===== config.mk =====
export PLATFORM = sky130hd
export DESIGN_NAME = mrb_queue
export DESIGN_NICKNAME = d
export VERILOG_FILES = /design/src/hw/rtl/mrb_pkg.sv /design/src/hw/rtl/mrb_queue.sv
export SDC_FILE = /design/constraint.sdc
export NUM_CORES = 1
export LEC_CHECK = 0
export BUFFER_PORTS_ARGS = -buffer_cell sky130_fd_sc_hd__buf_2
export CAP_MARGIN = 20
export CELL_PAD_IN_SITES_DETAIL_PLACEMENT = 1
export CELL_PAD_IN_SITES_GLOBAL_PLACEMENT = 1
export CORE_ASPECT_RATIO = 0.8
export CORE_MARGIN = 8
export CORE_UTILIZATION = 44
export CTS_BUF_LIST = sky130_fd_sc_hd__clkbuf_8 sky130_fd_sc_hd__clkbuf_16
export CTS_CLUSTER_SIZE = 10
export DETAILED_ROUTE_END_ITERATION = 8
export PLACE_DENSITY = 0.79
export SLEW_MARGIN = 0
export SYNTH_ARGS = -nofsm -noshare
export SYNTH_HDL_FRONTEND = slang
export SYNTH_SLANG_ARGS = --single-unit

===== constraint.sdc =====
create_clock -name clk -period 5.18 [get_ports clk]
set_clock_uncertainty 0.15 [all_clocks]
set_input_delay 0.777 -clock clk [delete_from_list [all_inputs] [get_ports clk]]
set_output_delay 0.777 -clock clk [all_outputs]
set_load 0.03 [all_outputs]

===== src/hw/rtl/mrb_pkg.sv =====
package mrb_pkg;

  typedef enum logic [1:0] {
    OP_QUERY    = 2'd0,
    OP_WRITE    = 2'd1,
    OP_COMPLETE = 2'd2,
    OP_READ     = 2'd3
  } op_t;

  typedef enum logic [1:0] {
    BK_CLEAR,
    BK_IDLE,
    BK_EXEC
  } back_state_t;

  // copy_mode value that marks a fresh frame
  localparam logic [1:0] CM_FRESH = 2'd2;

  localparam int QUEUE_DEPTH = 4;
  localparam int QAW         = 2;
  localparam int OCW         = 3;

  // offset is already reduced modulo the ring depth once it sits in the queue
  typedef struct packed {
    op_t                operation;
    logic [11:0]        offset;
    logic signed [15:0] sample;
    logic               burst;
    logic               idle;
  } queue_item_t;

  function automatic logic signed [15:0] sat_add16(input logic signed [15:0] a,
                                                   input logic signed [15:0] b);
    logic signed [16:0] s;
    s = 17'(a) + 17'(b);
    if (s[16] != s[15]) begin
      return s[16] ? 16'sh8000 : 16'sh7fff;
    end
    return s[15:0];
  endfunction

endpackage


===== src/hw/rtl/mrb_queue.sv =====
module mrb_queue
  import mrb_pkg::*;
(
  input  logic        clk,
  input  logic        rst,
  input  logic        push,
  input  queue_item_t push_item,
  input  logic        pop,
  output logic        valid,
  output queue_item_t head
);

  queue_item_t      entries [QUEUE_DEPTH];
  logic [QAW-1:0]   wr_ptr;
  logic [QAW-1:0]   rd_ptr;
  logic [QAW:0]     count;

  assign valid = (count != '0);
  assign head  = entries[rd_ptr];

  always_ff @(posedge clk) begin
    if (rst) begin
      wr_ptr <= '0;
      rd_ptr <= '0;
      count  <= '0;
    end else begin
      if (push) begin
        wr_ptr <= wr_ptr + 1'b1;
      end
      if (pop) begin
        rd_ptr <= rd_ptr + 1'b1;
      end
      count <= count + (QAW+1)'(push) - (QAW+1)'(pop);
    end
    if (push) begin
      entries[wr_ptr] <= push_item;
    end
  end

endmodule


# Word-level counts from Yosys, hierarchy flattened
# Memories as Yosys holds them, arrays and structs flattened. A register that Yosys moved wholly into a read port is not among the register bits.
# Index checks and enable logic that the tools add are counted.
# totals
ff_bits,7
ram_bits,128
out_inout_bits,33
elab_cells,13
memories,1
# op_classes
add_sub_neg,4
mux,4
n_reduce_logical,1
# mem_list
memory,depth,word_bits,rd,rd_ports_with_merged_regs,wr,line,source
entries,4,32,1,1,1,mrb_queue.sv:13,queue_item_t entries [QUEUE_DEPTH];
# op_table
cell,count
"adder 2 x 1 -> 2 bit, second input constant",2
2-to-1 mux 2 bit,2
adder 3 x 1 -> 3 bit,1
nonzero test 3 bit,1
subtractor 3 x 1 -> 3 bit,1
2-to-1 mux 1 bit,2

# Depth between registers and ports, before layout
# Gate-level depths: netlist of run 1.
# logic_depth
word_depth,3
depth_mapped,7
ltp_nobuf,7

# Worst setup path before layout of run 1
# OpenSTA, ideal clock, no wires.
# synth_path
path_kind,input-to-reg
from,input push
to,memory entries[0][0] (netlist bit) (enable)
arrival_time_ns,1.570
t_required_ns,4.638
slack_ns,3.068
path_stages,1
path_buffers,0
cell_sequence,and2_1
# synth_between
elab_chain_cells,2
# synth_rtl
item,line,source
start: declaration,mrb_queue.sv:6,"input logic push,"
2-to-1 mux 1 bit,mrb_queue.sv:35,if (push) begin
2-to-1 mux 1 bit (not written as such),mrb_queue.sv:36,entries[wr_ptr] <= push_item;
end: declaration,mrb_queue.sv:13,
# Every way passes these cells.

==> out/metrics.cfg, run 1 <==
[power]
powerDensity_mw_per_mm2=463
leakage_nw=2.14
ir_drop_uv=357
finalPower_mw=2.85

[drt]
finalWirelength_mm=9.52
drc=0
wire_per_inst_um=21.2
drt-initial-drc-count=188
firstDrtPassIters=4
vias_per_cell=5.11
antenna_left=0
dr_total_vias=2298

[worst_hold_path]
worstHoldPathType=reg2reg

[clocking]
clock_sinks=137
htreeDepth=4
cts.repair_timing.setup_buffer_count=0
clk_latency_ns=0.41
cts_root_buf=clkbuf_16
cts_hold_buffers=0
cts_made_buffers=17
cts.clk_slew.worst_paths_ns=0.06
clockBufferDepth=2
cts_tree=built
cts_resized=0

[synth]
ys_warn_count=0
synth_async_sr_flop_share_pct=0
synth_ff_type=edfxtp_1
synth_seq_cells=137
syn_nets=251
synth-edff-count=128
ys_types=20
yosysTopAreaCellShare_pct=75.5
synth_common_cells=128 x edfxtp_1, 30 x mux4_2, 9 x dfxtp_1
yosysMostFrequentCell=edfxtp_1
ys_seq_area_share_pct=79.0
yosys.area.top_type=edfxtp_1
syn_inst=208
syn-cell-area_mm2=0.00509
syn_area_per_cell_um2=24.5
yosys-top-cells-area=edfxtp_1 75%, mux4_2 13%, dfxtp_1 3.5%, ha_1 1.5%, buf_12 1.2%

[final_layout]
fillers=1023
syn_to_final_growth_pct=21.2
layout.nets=332
diodes=0
drive_above_1_share_pct=45.7

[grt]
grt_usage_pct=13.2
grt_max_degree=33
grt_overflow_total=0
grt_pass1_vias=2674
grt_pass1_wl_mm=14.8
grt_antenna_before_repair=0

[sta]
finalMaxSlewViolations=0
rsz0062_at_grt=false
worst_pin_slew_ns=0.904
fmax_mhz=308
timing.final.crit_period_ns=3.24
setup_ws_ns=1.94
hold_violations=0
fin_crit_sh_pct=62.6
setup_violations=0
hold_slack_ns=0.425
setup_tns_ns=0
slew-limit-headroom_pct=39.7

[floorplanning]
rows=35
dieArea_mm2=0.0153
start_util_pct=44.7
pin_count=69
die_h_um=112
die_w_um=136
coreArea_mm2=0.0114

[outcome]
status=complete, no violations

[placed_design]
dp_slack_ns=2.29
io_buffers=68
routabilityCongestion=0.639
dp_hpwl_mm=5.95

[setup_path]
endpoint_kind=output pin
cp_max_fo=17
critPathLaunchType=flip-flop
rrSetupSlack_ns=3.31
required_ns=4.25
path_class=reg2out
arrival_ns=2.32

[run]
drv_cap=0

## layer usage
| metal | global-route usage, % | vias to the layer above | share of wire [%] |
|---|---|---|---|
| met3 | 5.04 | 14 | 5.4 |
| met5 | 0 | - | 0 |
| met2 | 22.4 | 55 | 52 |
| met4 | 4.82 | 0 | 1.4 |
| met1 | 14.9 | 1202 | 41 |
| li1 | - | 1027 | - |
## final timing paths
path,startpoint,to,cells past startpoint
min,rd_ptr[1],flip-flop,2
max reg2reg,wr_ptr[0],entries[1][6],2
max,flip-flop,head[0],3
min reg2reg,rd_ptr[1],flip-flop,2
## cell type report
cell class                      instances  area (µm²)  share of cell area, %
Inverter                                6        22.5                  0.365
Tap cell                              148         185                   3.00
Timing Repair Buffer                   69         348                   5.64
Multi-Input combinational cell         58         965                   15.6
Clock inverter                         15         198                   3.20
Sequential cell                       137        4030                   65.3
Clock buffer                           17         425                   6.90
## placed cells by master, fill, tap and decap left out
cell        count
a21bo_2         1
a21oi_1         1
and2_2          4
buf_2          68
buf_4           1
bufinv_16       4
clkbuf_16      17
clkinv_2        4
clkinv_4        1
clkinvlp_4      3
dfxtp_1         7
dfxtp_2         2
edfxtp_1      128
fa_1            1
ha_1            6
inv_1           6
inv_6           3
mux2i_1         1
mux4_1          2
mux4_2         30
nand3b_1        1
nor2_1          5
nor2b_1         2
or3_1           1
xnor2_1         2
xor3_1          1
## flip-flops by register name, summed over array words and instances, names as in the netlist, named ones only
signal / flops
entries: 128
rd_ptr: 2
count: 3
wr_ptr: 2
## stage by stage
step	instances	area (µm²)	util, %
2_1_floorplan	208	5090	-
3_3_place_gp	418	5550	48.7
3_5_place_dp	418	5550	48.7
4_1_cts	450	6170	54.2
5_1_grt	450	6170	54.2
6_report	450	6170	54.2
## where the power goes
group          switching (mW)  total (mW)  internal (mW)  leakage, nW
Clock                   0.448        1.25          0.806        0.300
Sequential             0.0313        1.30           1.27         1.25
Combinational           0.177       0.295          0.118        0.587
## cells by family (layout without fill, tap and decap cells)
| logic type | Yosys count | count (layout) | share of synthesized area, % |
|---|---|---|---|
| flip-flops | 137 | 137 | 79.0 |
| multiplexers | 33 | 33 | 14.5 |
| AND/OR/NAND/NOR | 13 | 13 | 1.38 |
| buffers and inverters | 13 | 107 | 2.14 |
| adder cells (fa/ha/maj) | 7 | 7 | 1.87 |
| XOR/XNOR | 3 | 3 | 0.811 |
| AO/OA/AOI/OAI | 2 | 2 | 0.295 |
## critical path, stage by stage, from the launching register on
cell,delay [ns]
dfxtp_2,0.68
buf_4,0.43
mux4_1,0.59
buf_2,0.19
No activity file was read; power rests on OpenSTA's default activity.
==> run 2: changes to the inputs <==
==> constraint.sdc (replaced) <==
create_clock -name clk -period 3.1 [get_ports clk]
set_clock_uncertainty 0.15 [all_clocks]
set_input_delay 0.465 -clock clk [delete_from_list [all_inputs] [get_ports clk]]
set_output_delay 0.465 -clock clk [all_outputs]
set_load 0.03 [all_outputs]
==> run 2 against run 1 <==
  * Routed wire length is 7.8% higher
  * Total power rose by 62%
  * Global-route usage increased by 1.3 points
  * Flip-flop and latch count unchanged
  * Combinational power increased by 76%
  * First-iteration DRC count down 9.6%
  * Critical path depth unchanged
  * Sequential share of layout area down 0.29 points
  * Critical path type unchanged
==> out/metrics.cfg, run 2 (synthesized netlist as in run 1, its figures left out) <==
[final_layout]
largest_register_ffs=128  ; unchanged
regArea_mm2=0.00403  ; unchanged
top_register=entries  ; unchanged
drive_above_1_share_pct=45.0  ; was 45.7%
design_area_mm2=0.00620  ; was 0.00617 mm²
syn_to_final_growth_pct=21.7  ; was 21.2%
layout_common_cells=128 x edfxtp_1, 68 x buf_2, 30 x mux4_2  ; unchanged
multiInputGateArea_um2=965  ; unchanged
reg_top3=entries: 128 flops, count: 3 flops  ; unchanged
mostFrequentLayoutCell=edfxtp_1  ; unchanged
diodes=0  ; unchanged
fillers=1036  ; was 1,023
layout.nets=340  ; was 332

[drt]
vias_per_cell=5.17  ; was 5.11
drc=0  ; unchanged
dr_total_vias=2361  ; was 2,298
finalWirelength_mm=10.3  ; was 9.52 mm
antenna_left=0  ; unchanged
drt-initial-drc-count=170  ; was 188
wire_per_inst_um=22.5  ; was 21.2 µm
firstDrtPassIters=4  ; unchanged

[floorplanning]
coreArea_mm2=0.0114  ; unchanged
die_w_um=136  ; unchanged
rows=35  ; unchanged
start_util_pct=44.7  ; unchanged
die_h_um=112  ; unchanged
dieArea_mm2=0.0153  ; unchanged
pin_count=69  ; unchanged

[sta]
worst_pin_slew_ns=0.639  ; was 0.904 ns
setup_ws_ns=0.425  ; was 1.94 ns
finalMaxSlewViolations=0  ; unchanged
timing.final.crit_period_ns=2.67
setup_violations=0  ; unchanged
fin_crit_sh_pct=86.3
fmax_mhz=374
slew-limit-headroom_pct=57.4  ; was 39.7%
hold_violations=0  ; unchanged
rsz0062_at_grt=false  ; unchanged
setup_tns_ns=0  ; unchanged

[setup_path]
regToRegStartpoint=wr_ptr[1]  ; was wr_ptr[0]
critPathLaunchType=flip-flop  ; unchanged
max_stage_delay_ns=0.62  ; was 0.68 ns
crit_path_top_delay_cell=dfxtp_2  ; unchanged
arrival_ns=2.06  ; was 2.32 ns
cp_max_fo=21  ; was 17
endpoint_kind=output pin  ; unchanged
r2r-end=entries[1][12]  ; was entries[1][6]
path_cells=buf_12 > mux4_2 > buf_2  ; was buf_4 > mux4_1 > buf_2
rrSetupSlack_ns=1.24  ; was 3.31 ns
path_class=reg2out  ; unchanged
r2r_cells=4  ; was 2
required_ns=2.48  ; was 4.25 ns

[placed_design]
dp_slack_ns=0.806  ; was 2.29 ns
dp_hpwl_mm=6.90  ; was 5.95 mm
io_buffers=68  ; unchanged
placed_area_mm2=0.00563  ; was 0.00555 mm²
routabilityCongestion=0.666  ; was 0.639

[clocking]
cts.repair_timing.setup_buffer_count=0  ; unchanged
cts_made_buffers=17  ; unchanged
clk_latency_ns=0.41  ; about the same
cts.clk_slew.worst_paths_ns=0.05  ; was 0.06 ns
clockBufferDepth=2  ; unchanged
cts_hold_buffers=0  ; unchanged
clock_sinks=137  ; unchanged
cts_resized=0  ; unchanged
cts_root_buf=clkbuf_16  ; unchanged
htreeDepth=4  ; unchanged
cts_tree=built  ; unchanged

[grt]
grt_usage_pct=14.5  ; was 13.2%
grt_pass1_vias=2732  ; was 2,674
grt_max_degree=25  ; was 33
grt_pass1_wl_mm=16.0  ; was 14.8 mm
grt_antenna_before_repair=0  ; unchanged
grt_overflow_total=0  ; unchanged

[power]
leakage_nw=2.17  ; was 2.14 nW
ir_drop_uv=531  ; was 357 µV
powerDensity_mw_per_mm2=746  ; was 463 mW/mm²

[worst_hold_path]
min-delay-start=push_item[0]  ; was rd_ptr[1]
min_to=entries[3][0]
worstHoldPathType=in2reg  ; was reg2reg
hold_depth=1  ; was 2

[outcome]
status=complete, no violations  ; unchanged

[run]
drv_cap=0  ; unchanged

-- run 2: metrics by stage --
step                      std cells  total power, mW  utilization (%)  hold slack, ns
after floorplan                 208             2.57                -           0.342
after global placement          426             2.72             49.5           0.362
after detailed placement        426             2.74             49.5           0.378
after CTS                       457             4.69             54.4          0.0984
after global routing            457             4.78             54.4           0.105
final                           457             4.63             54.4           0.121
-- run 2: worst max-delay path by stage --
| stage | from | to | slack (ns) | cells past startpoint |
|---|---|---|---|---|
| after detailed placement | flip-flop | head[7] | 0.81 | 3 |
| after global placement | flip-flop | head[21] | 0.82 | 3 |
| final | flip-flop | head[7] | 0.43 | 3 |
| after floorplan | wr_ptr[0] | entries[2][0] | 1.23 | 3 |
| after CTS | flip-flop | head[7] | 0.35 | 3 |
| after global routing | flip-flop | head[7] | 0.25 | 3 |
-- run 2: area by class of cell --
class                      count  area share, %
sequential                   137           65.0
multi-input combinational     58           15.6
timing repair buffer          77           6.99
clock buffer                  17           6.86
tap                          148           2.99
clock inverter                14           2.26
inverter                       6          0.363
-- run 2: routing by layer --
layer	part of all wire (%)	global-route usage, %	vias to the layer above
met3	4.5	4.73	15
met1	43	17.3	1235
met4	1.5	6.79	0
met5	0	0	-
met2	51	23.4	67
li1	-	-	1044
-- run 2: report_power, final --
group	internal (mW)	switching, mW
clock	1.23	0.699
sequential	2.13	0.0477
combinational	0.210	0.308
total	3.57	1.05
-- run 2: critical path, delay by kind of cell, from the launching register on --
kind / cells / cell delay (ns)
DFF: 1 / 0.62
muxes: 1 / 0.55
buffers and inverters: 2 / 0.48
