==> src/hw/rtl/mrb_pkg.sv <==
package mrb_pkg;

  typedef enum logic [1:0] {
    OP_QUERY    = 2'd0,
    OP_WRITE    = 2'd1,
    OP_COMPLETE = 2'd2,
    OP_READ     = 2'd3
  } op_t;

  typedef enum logic [1:0] {
    BK_CLEAR,
    BK_IDLE,
    BK_EXEC
  } back_state_t;

  // copy_mode value that marks a fresh frame
  localparam logic [1:0] CM_FRESH = 2'd2;

  localparam int QUEUE_DEPTH = 4;
  localparam int QAW         = 2;
  localparam int OCW         = 3;

  // offset is already reduced modulo the ring depth once it sits in the queue
  typedef struct packed {
    op_t                operation;
    logic [11:0]        offset;
    logic signed [15:0] sample;
    logic               burst;
    logic               idle;
  } queue_item_t;

  function automatic logic signed [15:0] sat_add16(input logic signed [15:0] a,
                                                   input logic signed [15:0] b);
    logic signed [16:0] s;
    s = 17'(a) + 17'(b);
    if (s[16] != s[15]) begin
      return s[16] ? 16'sh8000 : 16'sh7fff;
    end
    return s[15:0];
  endfunction

endpackage

==> src/hw/rtl/mrb_front.sv <==
module mrb_front
  import mrb_pkg::*;
#(
  parameter int BUFFER_DEPTH = 4096
) (
  input  logic               clk,
  input  logic               rst,
  input  logic               start,
  input  logic [1:0]         operation,
  input  logic [11:0]        offset,
  input  logic signed [15:0] sample_in,
  input  logic               burst_start,
  input  logic               streams_idle,
  input  logic               clearing,
  input  logic               pop,
  output logic               busy,
  output logic               push,
  output queue_item_t        push_item
);

  localparam int PW  = $clog2(BUFFER_DEPTH);
  localparam int SH  = 12 + PW;
  localparam int MW  = 14;
  localparam longint RECIP = ((longint'(1) << SH) + longint'(BUFFER_DEPTH) - 1)
                             / longint'(BUFFER_DEPTH);
  localparam logic [MW-1:0] RECIP_W = MW'(RECIP);
  localparam logic [11:0]   DEPTH12 = 12'(BUFFER_DEPTH);

  logic               accept;
  logic [OCW-1:0]     occ;
  logic [OCW-1:0]     occ_next;
  logic               v1;
  logic               v2;
  queue_item_t        s1;
  queue_item_t        s2;
  logic [SH+11:0]     prod1;
  logic [11:0]        q1;
  logic [23:0]        qd_full;
  logic [11:0]        qd2;

  // credit count: items between the accept and the back end's pop
  assign busy     = clearing || (occ == OCW'(QUEUE_DEPTH));
  assign accept   = start && !busy;
  assign occ_next = occ + OCW'(accept) - OCW'(pop);

  assign q1      = prod1[SH +: 12];
  assign qd_full = q1 * DEPTH12;

  always_ff @(posedge clk) begin
    if (rst) begin
      occ <= '0;
      v1  <= 1'b0;
      v2  <= 1'b0;
    end else begin
      occ <= occ_next;
      v1  <= accept;
      v2  <= v1;
    end
    s1.operation <= op_t'(operation);
    s1.offset    <= offset;
    s1.sample    <= sample_in;
    s1.burst     <= burst_start;
    s1.idle      <= streams_idle;
    // quotient by reciprocal, exact for any 12-bit offset
    prod1        <= (SH+12)'(offset) * (SH+12)'(RECIP_W);
    s2           <= s1;
    qd2          <= qd_full[11:0];
  end

  always_comb begin
    push             = v2;
    push_item        = s2;
    push_item.offset = s2.offset - qd2;
  end

endmodule

==> config.mk <==
export PLATFORM = sky130hd
export DESIGN_NAME = mrb_front
export DESIGN_NICKNAME = d
export VERILOG_FILES = /design/src/hw/rtl/mrb_pkg.sv /design/src/hw/rtl/mrb_front.sv
export SDC_FILE = /design/constraint.sdc
export NUM_CORES = 1
export LEC_CHECK = 0
export BUFFER_PORTS_ARGS = -buffer_cell sky130_fd_sc_hd__clkbuf_2
export CELL_PAD_IN_SITES_DETAIL_PLACEMENT = 0
export CELL_PAD_IN_SITES_GLOBAL_PLACEMENT = 1
export CORE_ASPECT_RATIO = 2
export CORE_UTILIZATION = 39
export CTS_BUF_LIST = sky130_fd_sc_hd__clkbuf_4
export CTS_CLUSTER_SIZE = 12
export DETAILED_ROUTE_END_ITERATION = 10
export PLACE_DENSITY = 0.82
export REMOVE_ABC_BUFFERS = 1
export SLEW_MARGIN = 20
export SYNTH_ARGS = -nofsm -noshare
export SYNTH_HDL_FRONTEND = slang
export SYNTH_SLANG_ARGS = --single-unit
==> constraint.sdc <==
create_clock -name clk -period 4.3 [get_ports clk]
set_input_delay 0.43 -clock clk [delete_from_list [all_inputs] [get_ports clk]]
set_output_delay 0.43 -clock clk [all_outputs]
set_load 0.01 [all_outputs]
# ---- Word-level counts from Yosys, hierarchy flattened
# Index checks and enable logic that the tools add are counted.
dict set report totals {
  output_inout_bits 34
  word_cells 19
  ff_bits 69
  inputBits 37
}
dict set report classes {
  addsub 2
  reduce_logical 3
  eq_ne 1
}
# cell count
set ops {}
lappend ops {{3-bit by 1-bit adder with 3-bit output} 1}
lappend ops {{3-bit equality test (second input constant)} 1}
lappend ops {{3-bit by 1-bit subtractor with 3-bit output} 1}
lappend ops {{1-bit logical AND} 1}
lappend ops {{1-bit logical NOT} 1}
lappend ops {{1-bit logical OR} 1}

# ---- Logic depth before layout (Yosys ltp)
# Gate-level depths: netlist of run 1.
dict set report logic_depth {
  word_depth 6
  mapped_depth 8
  mapped_depth_nobuf 8
}

# ---- Worst setup path after synthesis of run 1
# No wires, ideal clock.
dict set report synth_path {
  path_type {input port to flip-flop}
  start {input pop}
  end {register occ[2]}
  setup_slack_ns 2.700
  arrival_ns 1.490
  t_required_ns 4.190
  n_path_buf 0
  stages 7
  setup_time_ns 0.110
  path_cell_list {ha_1 > inv_1 > ha_1 > inv_1 > fa_1 > xnor3_1 > nor2_1}
}
dict set report synth_via {
  elab_chain_len 1
}
# item line
set synth_rtl {}
lappend synth_rtl {{from (decl)} mrb_front.sv:15} ;# input logic pop,
lappend synth_rtl {{3-bit by 1-bit subtractor with 3-bit output} mrb_front.sv:44} ;# assign occ_next = occ + OCW'(accept) - OCW'(pop);
lappend synth_rtl {{to (signal assigned)} mrb_front.sv:55} ;# occ <= occ_next;
lappend synth_rtl {{to (decl)} mrb_front.sv:30} ;# logic [OCW-1:0] occ;
# Every way passes these cells.
# A chain may end at the register's enable or synchronous reset.

# ---- Worst setup path in the final report of run 1
dict set report layout_path {
  start {register occ[1]}
  end {output busy}
}
dict set report layout_via {
  elab_chain_len 2
}
# item line
set layout_rtl {}
lappend layout_rtl {{3-bit equality test} mrb_front.sv:42} ;# assign busy = clearing || (occ == OCW'(QUEUE_DEPTH));
lappend layout_rtl {{1-bit logical OR} mrb_front.sv:42}
lappend layout_rtl {{to (decl)} mrb_front.sv:16} ;# output logic busy,
# Every way passes these cells.

==> Implementation_results.wiki, run 1 <==
{| class="wikitable"
! Metric !! Value
|-
| Total power divided by cell area || 564 nW/µm²
|-
| Root cell of the clock tree || sky130_fd_sc_hd__clkbuf_4
|-
| Number of cells produced by synthesis || 84
|-
| Data arrival, critical path || 1.35 ns
|-
| Min setup slack post-route || 2.52 ns
|-
| Hold crit path type || in -> reg
|-
| Cts bufs inserted || 9
|-
| Total internal power || 0.000923 W
|-
| Number of cells on the worst reg-to-reg path || 7
|-
| Post-CTS setup buffer count || 0
|-
| Run status || completed
|-
| Area growth from synthesis to layout || 35.7%
|-
| CTS H-Tree Depth || 3
|-
| Compound-cell area share of the yosys netlist || 0%
|-
| Number of different library cells in the post-synthesis netlist || 10
|-
| Number of maximum-capacitance constraint violations || 0
|-
| Clock tree from TritonCTS || done
|-
| Pins Over Slew Limit || 0
|-
| # resized after CTS || 0
|-
| Cell breakdown of the critical path || nor3b_1, or2_2, clkbuf_2
|-
| Count of inserted antenna diode cells || 0
|-
| Instance count along the most critical hold path || 1
|-
| Sinks on Clock Net || 69
|-
| Max Buffers Root-to-Sink || 2
|-
| Finish-stage setup viols || 0
|-
| Pre-CTS worst setup slack || 2.52 ns
|-
| Switching Share || 20.1%
|-
| Hpwl dp || 1930 µm
|-
| Crit path largest cell delay || 0.36 ns
|-
| Initial Utilization || 41.4%
|-
| Remaining routing DRC violations || 0
|-
| First-pass DRT Iterations || 2
|-
| Sequential cell fraction of total power || 60.2%
|-
| GRT overflow || 0
|-
| Sequential share of the synthesized area || 91.5%
|-
| Most frequent standard cell in the layout excluding fill and tap cells || sky130_fd_sc_hd__clkbuf_2
|-
| Via count of the routed design || 844
|-
| Final Instance Area || 2050 µm²
|-
| Maximum number of pins on one net before global-route repair || 11
|-
| Number of antenna violations at the first check in global routing || 0
|-
| Required time of the critical path || 3.87 ns
|-
| R2r setup slk || 2.58 ns
|-
| Core box area || 3650 µm²
|-
| Main combinational cell family by area after synthesis || simple AND/OR/NAND/NOR gates
|-
| Leakage Power || 1.01 nW
|-
| Core Util, Final || 56.2%
|-
| Post-Route Setup TNS || 0 ns
|-
| Final Hold Fails || 0
|-
| Total die area || 4140 µm²
|-
| Proportion of power drawn by combinational gates || 7.5%
|-
| Xor and xnor fraction of the mapped netlist area || 1.49%
|-
| Number of vias per cell || 3.87
|-
| Multiplexer fraction of the synthesized cell area || 0%
|-
| Cell at the slowest stage of the critical path || sky130_fd_sc_hd__dfxtp_1
|-
| NumNets Final || 205
|-
| Measured slew at the worst slew-check pin || 0.325 ns
|-
| Detailed Route WL || 2430 µm
|-
| Avg WL per Cell || 11.1 µm
|-
| Maximum fanout encountered on the critical timing path || 3
|-
| Max-slew headroom || 78.3%
|-
| RSZ-0062 raised after global routing || no
|-
| Avg Synthesized Cell Area || 18.0 µm²
|-
| Number of antenna-violating nets in the routed design || 0
|-
| Fraction of power consumed by the clock network || 32.4%
|-
| Critical path depth || 3
|-
| Highest-count cells in the layout ignoring fill and taps || 70 x sky130_fd_sc_hd__clkbuf_2, 69 x sky130_fd_sc_hd__dfxtp_1, 12 x sky130_fd_sc_hd__clkbuf_4, 3 x sky130_fd_sc_hd__inv_1
|-
| Overall Global Routing Usage || 14.6%
|-
| Initial drt markers || 5
|-
| Type of origin of the critical path || register
|-
| Final weighted congestion of routability-driven global placement || 0.616
|-
| Share of synthesized cell area in and, or, nand and nor gates || 3.31%
|-
| Fmax || 561 MHz
|-
| Register bit total from synthesis || 69
|-
| IO Port Bufs || 70
|-
| Share of layout cells above drive strength 1 || 49.7%
|-
| Minimum hold slack || 0.147 ns
|-
| Synthesized cell area || 1510 µm²
|-
| Global-route wire length before repair || 3940 µm
|-
| Power spent charging and discharging nets || 0.000233 W
|-
| Later-pin clock latency in the skew report || 0.38 ns
|-
| Die X || 46 µm
|-
| CP Capture Type || primary output
|-
| Top Family by Delay on Critical Path || simple AND/OR/NAND/NOR gates
|-
| Die Ht || 90 µm
|-
| Fraction of the cycle the final worst path needs || 41.4%
|-
| Synth Area in Adders || 2.98%
|-
| Hold wc startpoint || sample_in[0]
|-
| Instance area at placement || 1920 µm²
|-
| Critical R2R Launch || occ[1]
|-
| Std-Cell Rows || 31
|-
| Worst vdd ir || 0.000254 V
|-
| Yosys synthesis warning count || 0
|-
| Clock-pin slew on the worst setup and hold paths || 0.09 ns
|-
| Startpoint of the most critical setup path || occ[1]
|-
| Vias in the first global route || 909
|-
| Shortest period the worst path allows || 1.78 ns
|-
| Ports || 71
|-
| Clock skew || 0.00971 ns
|-
| CTS Hold Buffers Added || 0
|-
| Buffers plus inverters on the worst setup path || 1
|-
| Kind of critical path || reg -> out
|}
-- cells by family after synthesis --
logic type | count (synthesis)
flip-flops | 69
AND/OR/NAND/NOR | 8
buffers and inverters | 3
XOR/XNOR | 1
adder cells (fa/ha/maj) | 3
-- area by class of cell --
type                    instances  area, µm²
clock buffers                  12       90.1
fillers                       361       1600
repair buffers                 70        350
inverters                       3       11.3
well taps                      49       61.3
flip-flops and latches         69       1380
clock inverters                 3       37.5
multi-input cells              12        118
-- through the flow --
step           cells  power [W]
2_1_floorplan     84   0.000755
3_3_place_gp     203   0.000790
3_5_place_dp     203   0.000799
4_1_cts          218    0.00118
5_1_grt          218    0.00121
6_report         218    0.00116
-- synthesized netlist by cell type --
library cell | count | area share (%)
sky130_fd_sc_hd__ha_1 | 2 | 1.7
sky130_fd_sc_hd__inv_1 | 3 | 0.75
sky130_fd_sc_hd__nor3b_1 | 2 | 0.99
sky130_fd_sc_hd__xnor3_1 | 1 | 1.5
sky130_fd_sc_hd__nor4b_1 | 1 | 0.58
sky130_fd_sc_hd__dfxtp_1 | 69 | 91
sky130_fd_sc_hd__nor2_1 | 2 | 0.50
sky130_fd_sc_hd__nor2b_1 | 2 | 0.83
sky130_fd_sc_hd__or2_2 | 1 | 0.41
sky130_fd_sc_hd__fa_1 | 1 | 1.3
-- routing by layer --
layer / vias to the layer above / GRT usage, % / share of wire [%]
met5: - / 0 / 0
met4: 0 / 11.8 / 2.7
met3: 6 / 8.03 / 7.0
met2: 36 / 25.0 / 63
met1: 380 / 10.1 / 27
li1: 422 / - / -
-- registers in the layout, indices dropped and copies added, names as in the netlist --
register   count
occ            3
v1             1
s1            32
s2            12
push           1
push_item     20
-- power by group through the flow --
| stage | logic [W] | registers, W | clock network (W) |
|---|---|---|---|
| final | 0.0000863 | 0.000695 | 0.000374 |
| after global routing | 0.0000959 | 0.000700 | 0.000418 |
| after CTS | 0.0000881 | 0.000697 | 0.000393 |
| after detailed placement | 0.0000880 | 0.000711 | 0 |
| after global placement | 0.0000820 | 0.000708 | 0 |
| after floorplan | 0.0000388 | 0.000716 | 0 |
-- worst register-to-register path, cell delays in order, from the launching register on --
cell,delay [ns]
sky130_fd_sc_hd__dfxtp_1,0.41
sky130_fd_sc_hd__nor3b_1,0.10
sky130_fd_sc_hd__nor3b_1,0.24
sky130_fd_sc_hd__ha_1,0.20
sky130_fd_sc_hd__inv_1,0.05
sky130_fd_sc_hd__fa_1,0.37
sky130_fd_sc_hd__xnor3_1,0.20
sky130_fd_sc_hd__nor2_1,0.04
-- path summary, 6_finish.rpt --
check,end
worst min register to register,push_item[6]
worst max register to register,occ[2]
worst max-delay path,busy
worst min-delay path,s1[2]
(Power assumes the default switching activity.)
==> run 2, diff against run 1 <==
CORE_UTILIZATION = 33   (was 39)
PLACE_DENSITY = 0.73   (was 0.82)
clock period = 1.56 ns   (was 4.3 ns; I/O delays follow)
==> run 2 against run 1 <==
- the flow now finishes with violations (setup timing)
- final cell count up 20%
- wire length up 23%
- clock power rose to 2.9 times the previous value
- first-iteration DRC count rose to 2.6 times the previous value
- core utilization up 0.24 points
- power rose to 2.9 times the previous value
- combinational power rose to 4.5 times the previous value
- die area up 18%
- largest power group unchanged
- highest routed layer unchanged
==> Implementation_results.wiki, run 2 (same netlist as run 1, synthesis figures left out) <==
{| class="wikitable"
! Metric !! Value
|-
| Hold wc startpoint || pop
|-
| Most frequent standard cell in the layout excluding fill and tap cells || sky130_fd_sc_hd__clkbuf_2
|-
| Measured slew at the worst slew-check pin || 0.277 ns (-0.0477 ns)
|-
| Cts bufs inserted || 9 (unchanged)
|-
| NumNets Final || 243 (+19%)
|-
| Remaining routing DRC violations || 0 (unchanged)
|-
| Hpwl dp || 1950 µm (+1.1%)
|-
| Violations in the final reports || setup timing
|-
| Shortest period the worst path allows || 1.59 ns
|-
| Finish-stage setup viols || 2 (+2)
|-
| Clock skew || 0.00568 ns (-0.00403 ns)
|-
| Number of cells on the worst reg-to-reg path || 7 (unchanged)
|-
| Area growth from synthesis to layout || 63.8%
|-
| Leakage Power || 1.18 nW (+17%)
|-
| Sinks on Clock Net || 69 (unchanged)
|-
| Number of flip-flops under the largest register name || 32 (unchanged)
|-
| Core box area || 4380 µm² (+20%)
|-
| Die Ht || 97.7 µm (+8.5%)
|-
| Largest Register || s1
|-
| Final weighted congestion of routability-driven global placement || 0.661 (+7.3%)
|-
| R2r setup slk || -0.03 ns (-2.61 ns)
|-
| First-pass DRT Iterations || 2 (unchanged)
|-
| Clock tree from TritonCTS || done
|-
| Number of antenna violations at the first check in global routing || 0 (unchanged)
|-
| Tot Pwr || 0.00338 W (+190%)
|-
| Via count of the routed design || 997 (+18%)
|-
| CP Capture Type || register
|-
| Fmax || 627 MHz
|-
| Max-slew headroom || 81.3% (+3.0 points)
|-
| Total die area || 4870 µm² (+18%)
|-
| Vias in the first global route || 1153 (+27%)
|-
| Count of inserted antenna diode cells || 0 (unchanged)
|-
| Share of layout cells above drive strength 1 || 46.6% (-3.1 points)
|-
| Pins Over Slew Limit || 0 (unchanged)
|-
| Total power divided by cell area || 1370 nW/µm² (+140%)
|-
| Hold crit path type || in -> reg
|-
| Avg WL per Cell || 11.4 µm (+2.5%)
|-
| Initial Utilization || 34.5% (-7.0 points)
|-
| Worst vdd ir || 0.000752 V (+200%)
|-
| Run status || finished with violations
|-
| Post-Route Setup TNS || -0.0395 ns (-0.0395 ns)
|-
| Overall Global Routing Usage || 14.4% (-0.19 points)
|-
| Maximum number of pins on one net before global-route repair || 12 (+1)
|-
| Min setup slack post-route || -0.0345 ns (-2.55 ns)
|-
| Required time of the critical path || 1.85 ns (-2.02 ns)
|-
| Worst flop-to-flop path endpoint || occ[2]
|-
| Number of antenna-violating nets in the routed design || 0 (unchanged)
|-
| Initial drt markers || 13 (+8)
|-
| IO Port Bufs || 70 (unchanged)
|-
| Data arrival, critical path || 1.88 ns (+0.53 ns)
|-
| Die X || 49.8 µm (+8.3%)
|-
| GRT overflow || 0 (unchanged)
|-
| Later-pin clock latency in the skew report || 0.39 ns (about the same)
|-
| Pre-CTS worst setup slack || -0.121 ns (-2.64 ns)
|-
| Detailed Route WL || 2990 µm (+23%)
|-
| Maximum fanout encountered on the critical timing path || 3 (unchanged)
|-
| Instance count along the most critical hold path || 4 (+3)
|-
| CTS H-Tree Depth || 3 (unchanged)
|-
| Final Hold Fails || 0 (unchanged)
|-
| Number of vias per cell || 3.81 (-1.7%)
|-
| RSZ-0062 raised after global routing || yes
|-
| Fraction of the cycle the final worst path needs || 102%
|-
| Global-route wire length before repair || 4840 µm (+23%)
|-
| Critical R2R Launch || occ[2]
|-
| Ports || 71 (unchanged)
|-
| Root cell of the clock tree || sky130_fd_sc_hd__clkbuf_4
|-
| Kind of critical path || reg -> reg
|-
| Type of origin of the critical path || register
|-
| Max Buffers Root-to-Sink || 2 (unchanged)
|-
| Number of maximum-capacitance constraint violations || 0 (unchanged)
|-
| Clock-pin slew on the worst setup and hold paths || 0.10 ns (about the same)
|-
| Terminating pin of the worst hold path || occ[1]
|-
| Std-Cell Rows || 34 (+9.7%)
|-
| Highest-count cells in the layout ignoring fill and taps || 70 x sky130_fd_sc_hd__clkbuf_2, 67 x sky130_fd_sc_hd__dfxtp_1, 36 x sky130_fd_sc_hd__dlygate4sd3_1, 11 x sky130_fd_sc_hd__clkbuf_4
|}
run 2: worst max-delay path, stage by stage, from the launching register on:
cell                      delay, ns
sky130_fd_sc_hd__dfxtp_2       0.33
sky130_fd_sc_hd__nor3b_4       0.15
sky130_fd_sc_hd__nor3b_2       0.18
sky130_fd_sc_hd__ha_2          0.21
sky130_fd_sc_hd__inv_2         0.04
sky130_fd_sc_hd__fa_2          0.33
sky130_fd_sc_hd__xnor3_1       0.21
sky130_fd_sc_hd__nor2_1        0.04
run 2: final cells by class:
class | count | area, µm²
clock inverters | 5 | 51.3
repair buffers | 108 | 726
inverters | 3 | 11.3
multi-input cells | 12 | 151
well taps | 54 | 67.6
clock buffers | 11 | 82.6
flip-flops and latches | 69 | 1380
fillers | 373 | 1910
run 2: through the flow:
| step | hold WS (ns) | std cells | util, % | cell area, µm² |
|---|---|---|---|---|
| 3_5_place_dp | 0.260 | 209 | 44.2 | 1940 |
| 6_report | 0.286 | 262 | 56.5 | 2470 |
| 3_3_place_gp | 0.259 | 209 | 44.2 | 1940 |
| 2_1_floorplan | 0.184 | 84 | - | 1510 |
| 4_1_cts | -0.0523 | 261 | 56.2 | 2460 |
| 5_1_grt | 0.288 | 262 | 56.5 | 2470 |
run 2: per-layer routing:
| metal | vias up | track usage, % | part of all wire (%) | wire [µm] |
|---|---|---|---|---|
| met3 | 8 | 5.16 | 5.3 | 158 |
| met2 | 39 | 26.6 | 61 | 1810 |
| met5 | - | 0 | 0 | 0 |
| met4 | 0 | 12.7 | 3.6 | 107 |
| met1 | 448 | 10.7 | 31 | 914 |
| li1 | 502 | - | - | - |
run 2: worst max-delay path by stage:
stage	slack (ns)	start	end	depth (start not counted)
floorplan	0.03	occ[1]	occ[2]	7
global placement	0.04	occ[0]	occ[2]	8
detailed placement	-0.12	occ[2]	occ[2]	7
CTS	-0.04	occ[2]	occ[2]	7
global route	-0.09	occ[2]	occ[2]	7
finish	-0.03	occ[2]	occ[2]	7
run 2: power by group:
| part | internal, W | leakage (nW) | switching, W |
|---|---|---|---|
| logic | 0.000245 | 0.520 | 0.000142 |
| clock network | 0.000515 | 0.0743 | 0.000554 |
| registers | 0.00188 | 0.582 | 0.0000423 |
run 2: timing repair:
item / 4_1_cts / 5_1_grt
pin swaps: 2 / 3
endpoints found under the hold margin: 37 / 3
endpoints found under the setup margin: 3 / 3
resized for setup: 10 / 0
hold buffers: 35 / 1
setup buffers: 1 / 0
==> run 3, diff against run 2 <==
CORE_ASPECT_RATIO = 0.9   (was 2)
==> run 3 against run 2 <==
- the flow still finishes with violations (setup timing)
- register-to-register slack worse by 0.02 ns
- wire length shrank 9.1%
- final cell count rose by 1.5%
- highest routed layer is now met3
- global-route usage fell by 1.5 points
- critical endpoint unchanged
==> Implementation_results.wiki, run 3 (same netlist as run 1, synthesis figures left out) <==
{| class="wikitable"
! Metric !! Value
|-
| Violations in the final reports || setup timing
|-
| Crit path largest cell delay || 0.38 ns (+0.05 ns)
|-
| Required time of the critical path || 1.85 ns (about the same)
|-
| Clock-pin slew on the worst setup and hold paths || 0.11 ns (about the same)
|-
| Number of vias per cell || 3.78 (-0.71%)
|-
| Detailed Route WL || 2720 µm (-9.1%)
|-
| Overall Global Routing Usage || 13.0% (-1.5 points)
|-
| First-pass DRT Iterations || 2 (unchanged)
|-
| Hold crit path type || in -> reg
|-
| Core Util, Final || 57.3% (+0.90 points)
|-
| Area used by multi-input combinational logic || 145 µm² (-4.1%)
|-
| Number of antenna-violating nets in the routed design || 0 (unchanged)
|-
| Cts bufs inserted || 9 (unchanged)
|-
| Pre-CTS worst setup slack || -0.0439 ns (+0.0768 ns)
|-
| Run status || finished with violations
|-
| Initial Utilization || 35.6% (+1.2 points)
|-
| Final Hold Fails || 0 (unchanged)
|-
| Die X || 73.3 µm (+47%)
|-
| Global-route wire length before repair || 4220 µm (-13%)
|-
| Number of fillers in the final layout || 375 (+0.54%)
|-
| Number of cells on the worst reg-to-reg path || 8 (+1)
|-
| IO Port Bufs || 70 (unchanged)
|-
| Initial drt markers || 17 (+4)
|-
| CP Capture Type || register
|-
| Clock skew || 0.00821 ns (+0.00253 ns)
|-
| Post-CTS setup buffer count || 0 (-1)
|-
| R2r setup slk || -0.05 ns (-0.02 ns)
|-
| Clock tree from TritonCTS || done
|-
| Avg WL per Cell || 10.2 µm (-10%)
|-
| Maximum number of pins on one net before global-route repair || 13 (+1)
|-
| Max-slew headroom || 82.2% (+0.91 points)
|-
| Type of origin of the critical path || register
|-
| Hold wc startpoint || pop
|-
| Share of layout cells above drive strength 1 || 46.1% (-0.52 points)
|-
| RSZ-0062 raised after global routing || yes
|-
| Total die area || 4850 µm² (-0.33%)
|-
| Instance count along the most critical hold path || 4 (unchanged)
|-
| Largest Register || s1
|-
| Sinks on Clock Net || 69 (unchanged)
|-
| Sequential Area || 1380 µm² (about the same)
|-
| GRT overflow || 0 (unchanged)
|-
| Number of flip-flops under the largest register name || 32 (unchanged)
|-
| Cell at the slowest stage of the critical path || sky130_fd_sc_hd__fa_2
|-
| Highest-count cells in the layout ignoring fill and taps || 70 x sky130_fd_sc_hd__clkbuf_2, 68 x sky130_fd_sc_hd__dfxtp_1, 35 x sky130_fd_sc_hd__dlygate4sd3_1, 9 x sky130_fd_sc_hd__clkbuf_4, 3 x sky130_fd_sc_hd__inv_2
|-
| Maximum fanout encountered on the critical timing path || 2 (-1)
|-
| Pins Over Slew Limit || 0 (unchanged)
|-
| Vias in the first global route || 1038 (-10%)
|-
| Terminating pin of the worst hold path || occ[1]
|-
| Worst vdd ir || 0.000677 V (-10%)
|-
| Top Family by Delay on Critical Path || adder cells
|-
| NumNets Final || 241 (-0.82%)
|-
| Die Ht || 66.2 µm (-32%)
|-
| Final weighted congestion of routability-driven global placement || 0.616 (-6.7%)
|-
| Shortest period the worst path allows || 1.61 ns (+0.0154 ns)
|-
| Measured slew at the worst slew-check pin || 0.266 ns (-0.0109 ns)
|-
| Critical R2R Launch || occ[0]
|-
| Kind of critical path || reg -> reg
|-
| Std-Cell Rows || 22 (-35%)
|-
| Area growth from synthesis to layout || 61.0%
|-
| Remaining routing DRC violations || 0 (unchanged)
|-
| Data arrival, critical path || 1.90 ns (+0.02 ns)
|-
| Fraction of the cycle the final worst path needs || 103% (+0.99 points)
|-
| Max Buffers Root-to-Sink || 2 (unchanged)
|-
| Most frequent standard cell in the layout excluding fill and tap cells || sky130_fd_sc_hd__clkbuf_2
|-
| Root cell of the clock tree || sky130_fd_sc_hd__clkbuf_4
|-
| Number of maximum-capacitance constraint violations || 0 (unchanged)
|-
| Fmax || 621 MHz (-0.96%)
|-
| Leakage Power || 1.15 nW (-2.5%)
|-
| Total power divided by cell area || 1300 nW/µm² (-4.8%)
|-
| CTS H-Tree Depth || 3 (unchanged)
|-
| Via count of the routed design || 1005 (+0.80%)
|-
| Min setup slack post-route || -0.0499 ns (-0.0154 ns)
|-
| Count of inserted antenna diode cells || 0 (unchanged)
|-
| Tot Pwr || 0.00316 W (-6.4%)
|-
| Worst flop-to-flop path endpoint || occ[2]
|-
| Later-pin clock latency in the skew report || 0.38 ns (about the same)
|-
| Cell breakdown of the critical path || inv_2, ha_4, inv_2, ha_2, inv_2, fa_2, xnor3_1, nor2_1
|-
| Number of antenna violations at the first check in global routing || 0 (unchanged)
|-
| Buffers plus inverters on the worst setup path || 3 (+2)
|-
| Finish-stage setup viols || 2 (unchanged)
|-
| Ports || 71 (unchanged)
|-
| Most common cell on crit path || sky130_fd_sc_hd__inv_2
|-
| Core box area || 4240 µm² (-3.3%)
|}
run 3: where the power goes:
part | switching, W | total, W | internal, W
clock | 0.000573 | 0.000889 | 0.000316
sequential | 0.0000386 | 0.00192 | 0.00188
combinational | 0.000134 | 0.000357 | 0.000223
run 3: repair_timing:
item	CTS	global route
hold buffers	35	0
gates resized for setup	3	6
endpoints found under the setup margin	2	2
endpoints found under the hold margin	37	0
pin swaps	0	2
run 3: how the worst max path moves through the flow:
stage,from,slack [ns],depth (start not counted),endpoint
6_report,occ[0],-0.05,8,occ[2]
5_1_grt,occ[0],-0.09,8,occ[2]
4_1_cts,occ[0],0.003,8,occ[2]
3_5_place_dp,occ[0],-0.04,8,occ[2]
3_3_place_gp,occ[0],0.03,8,occ[2]
2_1_floorplan,occ[1],0.03,7,occ[2]
run 3: layout make-up:
type | count | area share (%)
tap | 60 | 3.09
inverter | 3 | 0.463
sequential | 69 | 56.9
timing repair buffer | 106 | 29.1
multi-input combinational | 12 | 5.97
clock inverter | 7 | 1.70
clock buffer | 9 | 2.78
run 3: worst reg2reg max path, cell delays in order (launching register included):
cell	delay, ns
sky130_fd_sc_hd__dfxtp_2	0.37
sky130_fd_sc_hd__inv_2	0.05
sky130_fd_sc_hd__ha_4	0.23
sky130_fd_sc_hd__inv_2	0.04
sky130_fd_sc_hd__ha_2	0.15
sky130_fd_sc_hd__inv_2	0.04
sky130_fd_sc_hd__fa_2	0.38
sky130_fd_sc_hd__xnor3_1	0.21
sky130_fd_sc_hd__nor2_1	0.04
run 3: metrics by stage:
stage / hold WS, ns / setup TNS, ns / std cells / cell area (µm²)
2_1_floorplan: 0.184 / 0 / 84 / 1510
3_3_place_gp: 0.259 / 0 / 215 / 1940
3_5_place_dp: 0.260 / -0.0439 / 215 / 1940
4_1_cts: 0.269 / 0 / 266 / 2410
5_1_grt: 0.226 / -0.139 / 266 / 2430
6_report: 0.268 / -0.0592 / 266 / 2430
run 3: per-layer routing:
layer	wire [µm]	global-route usage (%)	part of all wire, %
met1	973	9.64	36
met2	1460	24.3	53
met3	292	9.91	11
met4	0	5.05	0
met5	0	0	0
